## config.mk

```make
export PLATFORM = sky130hd
export DESIGN_NAME = power_key_short_long_press
export DESIGN_NICKNAME = d
export VERILOG_FILES = /design/src/rtl/pk_pkg.sv /design/src/rtl/power_key_short_long_press.sv /design/src/rtl/pk_in_stage.sv /design/src/rtl/pk_core.sv
export SDC_FILE = /design/constraint.sdc
export NUM_CORES = 1
export LEC_CHECK = 0
export ABC_AREA = 0
export BUFFER_PORTS_ARGS = -buffer_cell sky130_fd_sc_hd__buf_2
export CAP_MARGIN = 20
export CORE_ASPECT_RATIO = 1.75
export CORE_MARGIN = 2
export CORE_UTILIZATION = 50
export CTS_CLUSTER_DIAMETER = 120
export DETAILED_ROUTE_END_ITERATION = 10
export PLACE_DENSITY_LB_ADDON = 0.3
export SYNTH_ARGS = -nofsm -noshare
export SYNTH_HDL_FRONTEND = slang
export SYNTH_HIERARCHICAL = 1
export SYNTH_SLANG_ARGS = --single-unit
export TNS_END_PERCENT = 10
```

## constraint.sdc

```tcl
create_clock -name clk -period 5.8 [get_ports clk]
set_clock_uncertainty 0.05 [all_clocks]
set_input_delay 1.45 -clock clk [delete_from_list [all_inputs] [get_ports clk]]
set_output_delay 1.45 -clock clk [all_outputs]
set_load 0.01 [all_outputs]
```

## src/rtl/pk_pkg.sv

```systemverilog
// Package for the power key block: field widths, codes, item and result types.
// No dependencies; used by every module of the block.
`timescale 1ns / 1ps

package pk_pkg;

  localparam int TIME_W     = 32;
  localparam int CFG_W      = 16;
  localparam int CNT_W      = 16;
  localparam int CFG_IDX_W  = 2;
  localparam int IN_TDATA_W = 40;
  localparam int OUT_TDATA_W = 24;

  // Program state codes
  localparam logic [1:0] ST_OTHER   = 2'd0;
  localparam logic [1:0] ST_EMPTY   = 2'd1;
  localparam logic [1:0] ST_READY   = 2'd2;
  localparam logic [1:0] ST_RUNNING = 2'd3;

  // Pending action codes
  localparam logic [1:0] ACT_NONE  = 2'd0;
  localparam logic [1:0] ACT_START = 2'd1;
  localparam logic [1:0] ACT_STOP  = 2'd2;
  localparam logic [1:0] ACT_ERROR = 2'd3;

  // Command codes
  localparam logic CMD_POLL = 1'b0;
  localparam logic CMD_INIT = 1'b1;

  // Configuration register indexes
  localparam logic [CFG_IDX_W-1:0] REG_DEBOUNCE = 2'd0;
  localparam logic [CFG_IDX_W-1:0] REG_HOLD     = 2'd1;

  localparam logic [CFG_W-1:0] DEBOUNCE_RST = 16'd20;
  localparam logic [CFG_W-1:0] HOLD_RST     = 16'd2000;

  typedef struct packed {
    logic              command;
    logic              key_down;
    logic [TIME_W-1:0] now_ms;
    logic [1:0]        program_state;
    logic              ui_standby;
  } pk_item_t;

  typedef struct packed {
    logic             key_pressed;
    logic [CNT_W-1:0] short_presses;
    logic             start_program;
    logic             stop_program;
    logic             raise_error;
    logic             power_off;
  } pk_result_t;

  typedef struct packed {
    logic [CFG_W-1:0] debounce_time;
    logic [CFG_W-1:0] hold_time;
  } pk_cfg_t;

endpackage

```

## src/rtl/power_key_short_long_press.sv

```systemverilog
// Power key block: debounced push button with short-press actions and long-hold
// power-off. An accepted poll transaction passes the input register and then the
// result register before its result shows on the out_ side, and a new transaction
// is taken every cycle while the out_ side is not stalled; the rate is set by the
// update step, whose longest path is a 32-bit time subtract and compare feeding
// the state registers. Configuration writes are taken in any cycle on the cfg_
// channel (index 0 debounce time, index 1 hold time, other indexes ignored) and
// are meant for idle periods.
// Depends on pk_pkg, pk_in_stage and pk_core.
`timescale 1ns / 1ps

module power_key_short_long_press (
  input  logic                           clk,
  input  logic                           rst_n,
  input  logic                           in_tvalid,
  output logic                           in_tready,
  // key_down[0], now_ms[32:1], program_state[34:33], ui_standby[35], zero pad
  input  logic [pk_pkg::IN_TDATA_W-1:0]  in_tdata,
  // command[0]
  input  logic                           in_tuser,
  output logic                           out_tvalid,
  input  logic                           out_tready,
  // key_pressed[0], short_presses[16:1], start_program[17], stop_program[18],
  // raise_error[19], power_off[20], zero pad
  output logic [pk_pkg::OUT_TDATA_W-1:0] out_tdata,
  input  logic                           cfg_valid,
  output logic                           cfg_ready,
  input  logic [pk_pkg::CFG_IDX_W-1:0]   cfg_index,
  input  logic [pk_pkg::CFG_W-1:0]       cfg_data
);
  import pk_pkg::*;

  pk_cfg_t    cfg_r;
  pk_item_t   item;
  pk_result_t result;
  pk_result_t res_r;
  logic       item_valid;
  logic       advance;
  logic       out_valid_r;

  // Move the held item into the result register when that register frees up
  assign advance = item_valid && (!out_valid_r || out_tready);

  pk_in_stage u_in (
    .clk        (clk),
    .rst_n      (rst_n),
    .in_tvalid  (in_tvalid),
    .in_tready  (in_tready),
    .in_tdata   (in_tdata),
    .in_tuser   (in_tuser),
    .advance    (advance),
    .item_valid (item_valid),
    .item       (item)
  );

  pk_core u_core (
    .clk    (clk),
    .rst_n  (rst_n),
    .fire   (advance),
    .item   (item),
    .cfg    (cfg_r),
    .result (result)
  );

  // Configuration registers
  assign cfg_ready = 1'b1;

  always_ff @(posedge clk) begin
    if (!rst_n) begin
      cfg_r.debounce_time <= DEBOUNCE_RST;
      cfg_r.hold_time     <= HOLD_RST;
    end else if (cfg_valid && cfg_ready) begin
      unique case (cfg_index)
        REG_DEBOUNCE: cfg_r.debounce_time <= cfg_data;
        REG_HOLD:     cfg_r.hold_time     <= cfg_data;
        default:      cfg_r               <= cfg_r;
      endcase
    end
  end

  // Result register
  always_ff @(posedge clk) begin
    if (!rst_n) begin
      out_valid_r <= 1'b0;
    end else if (advance) begin
      out_valid_r <= 1'b1;
    end else if (out_tready) begin
      out_valid_r <= 1'b0;
    end
  end

  always_ff @(posedge clk) begin
    if (advance) begin
      res_r <= result;
    end
  end

  assign out_tvalid = out_valid_r;
  assign out_tdata  = {3'b000, res_r.power_off, res_r.raise_error, res_r.stop_program,
                       res_r.start_program, res_r.short_presses, res_r.key_pressed};

endmodule

```

## src/rtl/pk_in_stage.sv

```systemverilog
// Input register of the power key block: unpacks and holds one stream transaction.
// Depends on pk_pkg.
`timescale 1ns / 1ps

module pk_in_stage (
  input  logic                          clk,
  input  logic                          rst_n,
  input  logic                          in_tvalid,
  output logic                          in_tready,
  input  logic [pk_pkg::IN_TDATA_W-1:0] in_tdata,
  input  logic                          in_tuser,
  input  logic                          advance,
  output logic                          item_valid,
  output pk_pkg::pk_item_t              item
);
  import pk_pkg::*;

  logic     valid_r;
  pk_item_t item_r;

  // Take a new transaction when empty or when the held one moves on
  assign in_tready  = !valid_r || advance;
  assign item_valid = valid_r;
  assign item       = item_r;

  always_ff @(posedge clk) begin
    if (!rst_n) begin
      valid_r <= 1'b0;
    end else if (in_tready) begin
      valid_r <= in_tvalid;
    end
  end

  // Unpack fields; payload needs no reset
  always_ff @(posedge clk) begin
    if (in_tvalid && in_tready) begin
      item_r.command       <= in_tuser;
      item_r.key_down      <= in_tdata[0];
      item_r.now_ms        <= in_tdata[32:1];
      item_r.program_state <= in_tdata[34:33];
      item_r.ui_standby    <= in_tdata[35];
    end
  end

endmodule

```

## src/rtl/pk_core.sv

```systemverilog
// Debounce and press classification state of the power key block.
// Depends on pk_pkg; computes one result per item and updates state on fire.
`timescale 1ns / 1ps

module pk_core (
  input  logic               clk,
  input  logic               rst_n,
  input  logic               fire,
  input  pk_pkg::pk_item_t   item,
  input  pk_pkg::pk_cfg_t    cfg,
  output pk_pkg::pk_result_t result
);
  import pk_pkg::*;

  logic              raw_r, raw_nxt;
  logic              stable_r, stable_nxt;
  logic              armed_r, armed_nxt;
  logic [1:0]        pend_r, pend_nxt;
  logic [TIME_W-1:0] lct_r, lct_nxt;
  logic [TIME_W-1:0] press_r, press_nxt;
  logic [CNT_W-1:0]  cnt_r, cnt_nxt;

  logic [TIME_W-1:0] since_change;
  logic [TIME_W-1:0] since_press;
  logic              chg;
  logic              deb_ok;
  logic              edge_ok;
  logic              new_press;
  logic              held_long;
  logic              start_s, stop_s, err_s, poff_s;

  // Both time differences come from the stored stamps; a fresh stamp means zero
  assign since_change = item.now_ms - lct_r;
  assign since_press  = item.now_ms - press_r;
  assign chg          = item.key_down != raw_r;
  assign deb_ok       = chg ? (cfg.debounce_time == '0)
                            : (since_change >= {{(TIME_W-CFG_W){1'b0}}, cfg.debounce_time});
  assign edge_ok      = (item.key_down != stable_r) && deb_ok;
  assign new_press    = edge_ok && item.key_down;
  assign held_long    = new_press ? (cfg.hold_time == '0)
                                  : (since_press >= {{(TIME_W-CFG_W){1'b0}}, cfg.hold_time});

  // Next state and action flags for the held item
  always_comb begin
    raw_nxt    = raw_r;
    stable_nxt = stable_r;
    armed_nxt  = armed_r;
    pend_nxt   = pend_r;
    lct_nxt    = lct_r;
    press_nxt  = press_r;
    cnt_nxt    = cnt_r;
    start_s    = 1'b0;
    stop_s     = 1'b0;
    err_s      = 1'b0;
    poff_s     = 1'b0;
    if (item.command == CMD_INIT) begin
      raw_nxt    = item.key_down;
      stable_nxt = item.key_down;
      armed_nxt  = 1'b0;
      pend_nxt   = ACT_NONE;
      lct_nxt    = item.now_ms;
      press_nxt  = item.now_ms;
      cnt_nxt    = '0;
    end else begin
      if (chg) begin
        raw_nxt = item.key_down;
        lct_nxt = item.now_ms;
      end
      if (edge_ok) begin
        stable_nxt = item.key_down;
        if (item.key_down) begin
          // Debounced press: stamp it and pick the action for a later release
          press_nxt = item.now_ms;
          priority if (item.program_state == ST_RUNNING) begin
            pend_nxt = ACT_STOP;
          end else if (item.program_state == ST_READY && item.ui_standby) begin
            pend_nxt = ACT_START;
          end else if (item.program_state == ST_EMPTY) begin
            pend_nxt = ACT_ERROR;
          end else begin
            pend_nxt = ACT_NONE;
          end
        end else begin
          // Debounced release: count a short press when armed and quick enough
          if (armed_r && !held_long) begin
            cnt_nxt = cnt_r + 1'b1;
            priority if (pend_r == ACT_STOP && item.program_state == ST_RUNNING) begin
              stop_s = 1'b1;
            end else if (pend_r == ACT_START && item.program_state == ST_READY) begin
              start_s = 1'b1;
            end else if (pend_r == ACT_ERROR && item.program_state == ST_EMPTY) begin
              err_s = 1'b1;
            end else begin
              start_s = 1'b0;
            end
          end
          armed_nxt = 1'b1;
          pend_nxt  = ACT_NONE;
        end
      end
      // Arm once a stable release has been seen
      if (!stable_nxt && !armed_nxt && deb_ok) begin
        armed_nxt = 1'b1;
      end
      // Long hold of an armed press: stop and power off on every poll
      if (stable_nxt && armed_nxt && held_long) begin
        pend_nxt = ACT_NONE;
        stop_s   = 1'b1;
        poff_s   = 1'b1;
      end
    end
  end

  assign result.key_pressed   = stable_nxt;
  assign result.short_presses = cnt_nxt;
  assign result.start_program = start_s;
  assign result.stop_program  = stop_s;
  assign result.raise_error   = err_s;
  assign result.power_off     = poff_s;

  // Control state
  always_ff @(posedge clk) begin
    if (!rst_n) begin
      raw_r    <= 1'b0;
      stable_r <= 1'b0;
      armed_r  <= 1'b0;
      pend_r   <= ACT_NONE;
      lct_r    <= '0;
      press_r  <= '0;
      cnt_r    <= '0;
    end else if (fire) begin
      raw_r    <= raw_nxt;
      stable_r <= stable_nxt;
      armed_r  <= armed_nxt;
      pend_r   <= pend_nxt;
      lct_r    <= lct_nxt;
      press_r  <= press_nxt;
      cnt_r    <= cnt_nxt;
    end
  end

endmodule

```

# Word level (Yosys, flattened, before mapping)
# Index checks and enable logic that the tools add are counted.
[classes]
n_addsub = 3
n_lt_le_gt_ge = 2
eq_ne = 9
n_mux = 39
bitwise_logic = 2
n_reduce_logical = 35
[op_table]
columns = ["op", "n"]
rows = [
  ["$mux 32", 5],
  ["$ge 32x16->1", 2],
  ["$mux 16", 4],
  ["$sub 32x32->32", 2],
  ["$logic_not 16->1", 2],
  ["$mux 1", 23],
  ["$add 16x1->16 const B", 1],
  ["$mux 2", 7],
  ["$logic_and 1x1->1", 13],
  ["$eq 2x2->1 const B", 4],
  ["$reduce_and 2->1", 4],
  ["$reduce_bool 2->1", 4],
  ["$eq 2x1->1 const B", 3],
  ["$reduce_or 6->1", 1],
  ["$logic_not 1->1", 5],
  ["$reduce_or 5->1", 1],
  ["$reduce_and 3->1", 1],
  ["$reduce_bool 3->1", 1],
  ["$logic_not 2->1", 1],
  ["$logic_or 1x1->1", 2],
  ["$ne 1x1->1", 2],
  ["$not 1->1", 2],
]
[totals]
reg_bits = 177
input_bits = 64
out_inout_bits = 27
elab_cells = 112

# Depth between registers and ports, before layout
[logic_depth]
depth_word = 15
mapped_depth = 24
ltp_nobuf = 22

# Modules after synthesis
# The synthesis kept the hierarchy.
[by_module_without_submodules]
columns = ["module", "n_inst", "cells_each", "area_per_inst_um2", "seq_area_each_um2"]
rows = [
  ["pk_core", 1, 1284, 9142.5, 1701.6],
  ["power_key_short_long_press", 1, 162, 2020.7, 1291.2],
  ["pk_in_stage", 1, 42, 1168.6, 1131.1],
]

# Worst setup path before layout
# OpenSTA, ideal clock, no wires.
[synth_path]
path_kind = "register to register"
startpoint = "register u_in.item_r, in the netlist u_in/item[3]"
endpoint = "register res_r, in the netlist out_tdata[17] (data pin)"
setup_ns = 0.126
t_arrival_ns = 4.702
path_slack_ns = 0.922
stages_incl_launch_ff = 25
n_path_buf = 2
synth_period_minus_slack_ns = 4.878
cell_sequence = "edfxtp_1 > inv_1 > ha_1 > inv_1 > fa_1 > a21o_1 > a221oi_2 > o31ai_2 > nand2_1 > nand2_1 > xor2_1 > ha_1 > nor2b_1 > o21ai_0 > o31ai_1 > nor4_1 > nor3b_2 > nand4_1 > or3_4 > nor3_4 > nand3_4 > buf_6 > or3b_4 > nor4_2 > buf_4"
[synth_between]
elab_chain_cells = 10
word_cells_on_any_way = 13
[synth_rtl]
columns = ["item", "line_no", "rtl"]
rows = [
  ["from (decl)", "pk_in_stage.sv:19", "pk_item_t item_r;"],
  ["$sub 32x32->32", "pk_core.sv:33", "assign since_change = item.now_ms - lct_r;"],
  ["$ge 32x16->1", "pk_core.sv:37", ": (since_change >= {{(TIME_W-CFG_W){1'b0}}, cfg.debounce_time});"],
  ["$mux 1", "pk_core.sv:36", "assign deb_ok = chg ? (cfg.debounce_time == '0)"],
  ["$logic_and 1x1->1", "pk_core.sv:38", "assign edge_ok = (item.key_down != stable_r) && deb_ok;"],
  ["$logic_and 1x1->1", "pk_core.sv:39", "assign new_press = edge_ok && item.key_down;"],
  ["$mux 1", "pk_core.sv:40", "assign held_long = new_press ? (cfg.hold_time == '0)"],
  ["$logic_not 1->1", "pk_core.sv:85", "if (armed_r && !held_long) begin"],
  ["$logic_and 1x1->1", "pk_core.sv:85", ""],
  ["$not 1->1 (no source line)", "-", ""],
  ["$reduce_or 5->1 (no source line) *", "-", ""],
  ["to (signal assigned)", "power_key_short_long_press.sv:94", "res_r <= result;"],
  ["to (decl)", "power_key_short_long_press.sv:36", "pk_result_t res_r;"],
]
# Every way passes the cells marked *; elsewhere a longest branch is shown, timed or not.
# A chain may end at the register's enable or synchronous reset.

==> results.py <==
metrics = {
    "critical_path": {
        "slowest_stage": "or4_1",
        "critPathKind": "reg2reg",
        "critPathMaxStageDelay_ps": 590,
        "worstRegToRegCells": 22,
        "reg2reg_slack_ps": 380,
        "r2r-start": "u_in/item[3]",
        "cp_num_buf_inv": 2,
        "crit_fanout": 25,
        "end_kind": "flip-flop",
        "worstSetupStartpointType": "flip-flop",
        "worstPathCellList": "inv_1 > ha_1 > inv_1 > fa_1 > a21o_1 > a221oi_2 > o31ai_2 > nand2_1 > nand2_1 > xor2_1 > ha_1 > nor2b_1 > o21ai_0 > o31ai_1 > nor4_1 > nor3b_2 > nand4_1 > or3_4 > nor3_4 > nand3_4 > or4_1 > a21oi_1",
        "path_delay_family": "simple AND/OR/NAND/NOR gates",
        "crit_required_ps": 6060,
        "worst_r2r_endpoint": "out_tdata[8]",
        "worstPathArrival_ps": 5690,
    },
    "sta": {
        "drv_slew": 0,
        "period_needed_ps": 5420,
        "fmax_mhz": 184,
        "worst_hold_slack_ps": 405,
        "relSlewSlack": 0.304,
        "min_period_over_period": 0.935,
        "worst_slew_pin_slew_ps": 1040,
        "setup-tns-final_ps": 0,
        "final_hold_viol_count": 0,
        "setup_viol": 0,
        "rsz0062_at_grt": "no",
    },
    "hold_path": {
        "worstHoldStart": "u_core/lct_r[19]",
        "hp-class": "reg2reg",
        "hold_path_end": "u_core/lct_r[19]",
        "min_path_cells": 2,
    },
    "route": {
        "wl_um": 33000,
        "vias": 10900,
        "drc": 0,
        "viasPerCell": 5.91,
        "ant_nets": 0,
        "drt_iter0_drc": 588,
        "post_drt_wl_per_cell_um": 17.8,
        "dr.pass1.iters": 6,
    },
    "status": {
        "status": "finished clean",
    },
    "floorplan": {
        "ios": 91,
        "initial_core_util": 0.505,
        "die_area_sq_um": 26000,
        "rows": 76,
        "core_sq_um": 24400,
        "die_h_um": 212,
        "die_x_um": 123,
    },
    "synth": {
        "synth_cells": 1488,
        "avgSynthCellArea_sq_um": 8.29,
        "ys_ff_latch": 177,
        "synth_flop_cell": "dfxtp_1",
        "netlist_area_sq_um": 12300,
        "synth_enable_flop_cells": 58,
        "asyncSetResetFlopFracSynth": 0,
        "yosysSeqAreaShare": 0.334,
        "synth.distinct_cells": 99,
        "ys_warn_count": 6,
    },
    "placement": {
        "place.port_buffers": 82,
        "hpwl_um": 25400,
        "gp_congestion": 0.964,
    },
    "finish": {
        "multi_input_area_sq_um": 7350,
        "fin_nets": 1684,
        "drive_above_1_share": 0.113,
        "nFillCells": 2304,
        "finalCoreUtilization": 0.550,
        "most-common-layout-cells": "nand2_1, a21oi_1, inv_1",
        "layout_commonest_cell": "nand2_1",
        "syn_to_final_growth_pct": 9.07,
        "insertedDiodeCount": 0,
        "seqCellArea_sq_um": 4120,
    },
    "global_route": {
        "track_usage": 0.258,
        "antenna_found_initial": 0,
        "grt_pass1_wl_um": 52200,
        "grt_start_max_net_pins": 65,
        "grt_pass1_vias": 10500,
        "grt-ovfl-total": 0,
    },
    "pwr": {
        "p_leak_nw": 5.37,
        "power_density_nw_per_um2": 256,
        "peakVddDrop_v": 0.000214,
    },
    "clock_tree": {
        "htreeDepth": 4,
        "clockBufferDepth": 2,
        "cts_setup_buffers": 0,
        "clk_latency_ps": 460,
        "cts-root-buf": "clkbuf_16",
        "cts_sinks": 177,
        "numCtsBuffers": 17,
        "cts_tree": "done",
        "path_clk_slew_ps": 70,
    },
    "job": {
        "drv_cap": 0,
    },
}
## cells by family after synthesis
| group | count (synthesis) | synth area share |
|---|---|---|
| buffers and inverters | 209 | 0.0735 |
| adder cells (fa/ha/maj) | 97 | 0.0996 |
| AO/OA/AOI/OAI | 359 | 0.192 |
| other | 2 | 0.000609 |
| multiplexers | 73 | 0.0594 |
| AND/OR/NAND/NOR | 525 | 0.208 |
| XOR/XNOR | 46 | 0.0327 |
| flip-flops | 177 | 0.334 |
## where the power goes
group          leakage (nW)  switching (mW)  total, mW  internal [mW]
logic                  3.55           0.556      0.890          0.334
registers              1.52          0.0462       1.39           1.34
clock network         0.290           0.563       1.16          0.599
## timing repair
| item | CTS | global route |
|---|---|---|
| hold buffers | 0 | 0 |
| resized for setup | 0 | 1 |
| endpoints found under the setup margin | 0 | 2 |
## cell type report
cell class | instances | share of cell area
well taps | 312 | 0.0290
clock buffers | 19 | 0.0339
multi-input cells | 1104 | 0.547
repair buffers | 93 | 0.0376
flip-flops and latches | 177 | 0.307
clock inverters | 13 | 0.0101
inverters | 130 | 0.0363
## worst max-delay path by stage
stage               endpoint  slack (ps)    startpoint  cells past startpoint
2_1_floorplan  out_tdata[17]         920  u_in/item[3]                     24
3_3_place_gp   out_tdata[14]         470  u_in/item[3]                     22
3_5_place_dp   out_tdata[14]         370  u_in/item[3]                     22
4_1_cts        out_tdata[14]         360  u_in/item[3]                     22
5_1_grt         out_tdata[8]           2  u_in/item[3]                     22
6_report        out_tdata[8]         380  u_in/item[3]                     22
## layer usage
layer / GRT usage / routed length [um] / up-vias
li1: - / - / 5366
met1: 0.268 / 12600 / 5198
met2: 0.488 / 17700 / 267
met3: 0.0353 / 1120 / 91
met4: 0.136 / 1560 / 0
met5: 0 / 0 / -
## synth_stat cells (3+ instances only)
cell type / number / share of area
buf_6: 7 / 0.0064
a31o_2: 6 / 0.0043
nor3_1: 20 / 0.0081
or3_1: 5 / 0.0025
buf_2: 9 / 0.0037
dfxtp_1: 119 / 0.19
xor2_1: 19 / 0.013
o21ai_0: 45 / 0.018
a31oi_1: 16 / 0.0081
and2_1: 8 / 0.0041
o21bai_1: 5 / 0.0030
nand2_1: 211 / 0.064
nand4b_1: 7 / 0.0050
o31ai_2: 3 / 0.0030
a21oi_1: 132 / 0.054
clkbuf_1: 51 / 0.016
a311o_1: 3 / 0.0024
o22ai_1: 3 / 0.0015
mux2i_1: 72 / 0.058
o211a_1: 3 / 0.0024
and4_1: 3 / 0.0021
nor2_1: 112 / 0.034
xnor2_1: 27 / 0.019
nand4_1: 31 / 0.016
o21a_1: 18 / 0.011
o31ai_1: 7 / 0.0043
buf_4: 11 / 0.0067
nor4_1: 18 / 0.0091
o21ai_1: 5 / 0.0020
o311ai_0: 3 / 0.0021
nor2b_1: 15 / 0.0076
a2111oi_0: 3 / 0.0021
o211ai_1: 29 / 0.018
and3_1: 14 / 0.0071
nand2b_1: 6 / 0.0030
edfxtp_1: 58 / 0.14
a211oi_1: 12 / 0.0073
or4_1: 11 / 0.0067
a21o_1: 25 / 0.015
o221ai_1: 3 / 0.0021
o32ai_1: 3 / 0.0021
inv_1: 129 / 0.039
nand3_1: 37 / 0.015
ha_1: 95 / 0.096
## flip-flops by register name (all words and copies together), names as in the netlist
signal           count
out_tvalid           1
cfg_r               32
u_core/lct_r        32
u_core/pend_r        2
u_core/cnt_r        16
u_in/item_valid      1
u_core/armed_r       1
u_in/item           37
u_core/raw_r         1
out_tdata           21
u_core/stable_r      1
u_core/press_r      32
## through the flow
step | setup WS, ps | std cells | cell area (sq um) | power (mW)
finish | 377 | 1848 | 13500 | 3.44
global route | 1.80 | 1848 | 13500 | 3.61
CTS | 360 | 1848 | 13400 | 3.46
detailed placement | 367 | 1816 | 12900 | 2.29
global placement | 469 | 1816 | 12900 | 2.28
floorplan | 922 | 1490 | 12300 | 2.05
## worst reg2reg max path: cells and delay by family (launching register included)
| family | cells | cell delay [ps] |
|---|---|---|
| simple gates | 10 | 2430 |
| compound gates | 6 | 1240 |
| fa+ha+maj | 3 | 860 |
| flops | 1 | 410 |
| buf+inv | 2 | 160 |
| xor+xnor | 1 | 150 |
(Power assumes the default switching activity.)
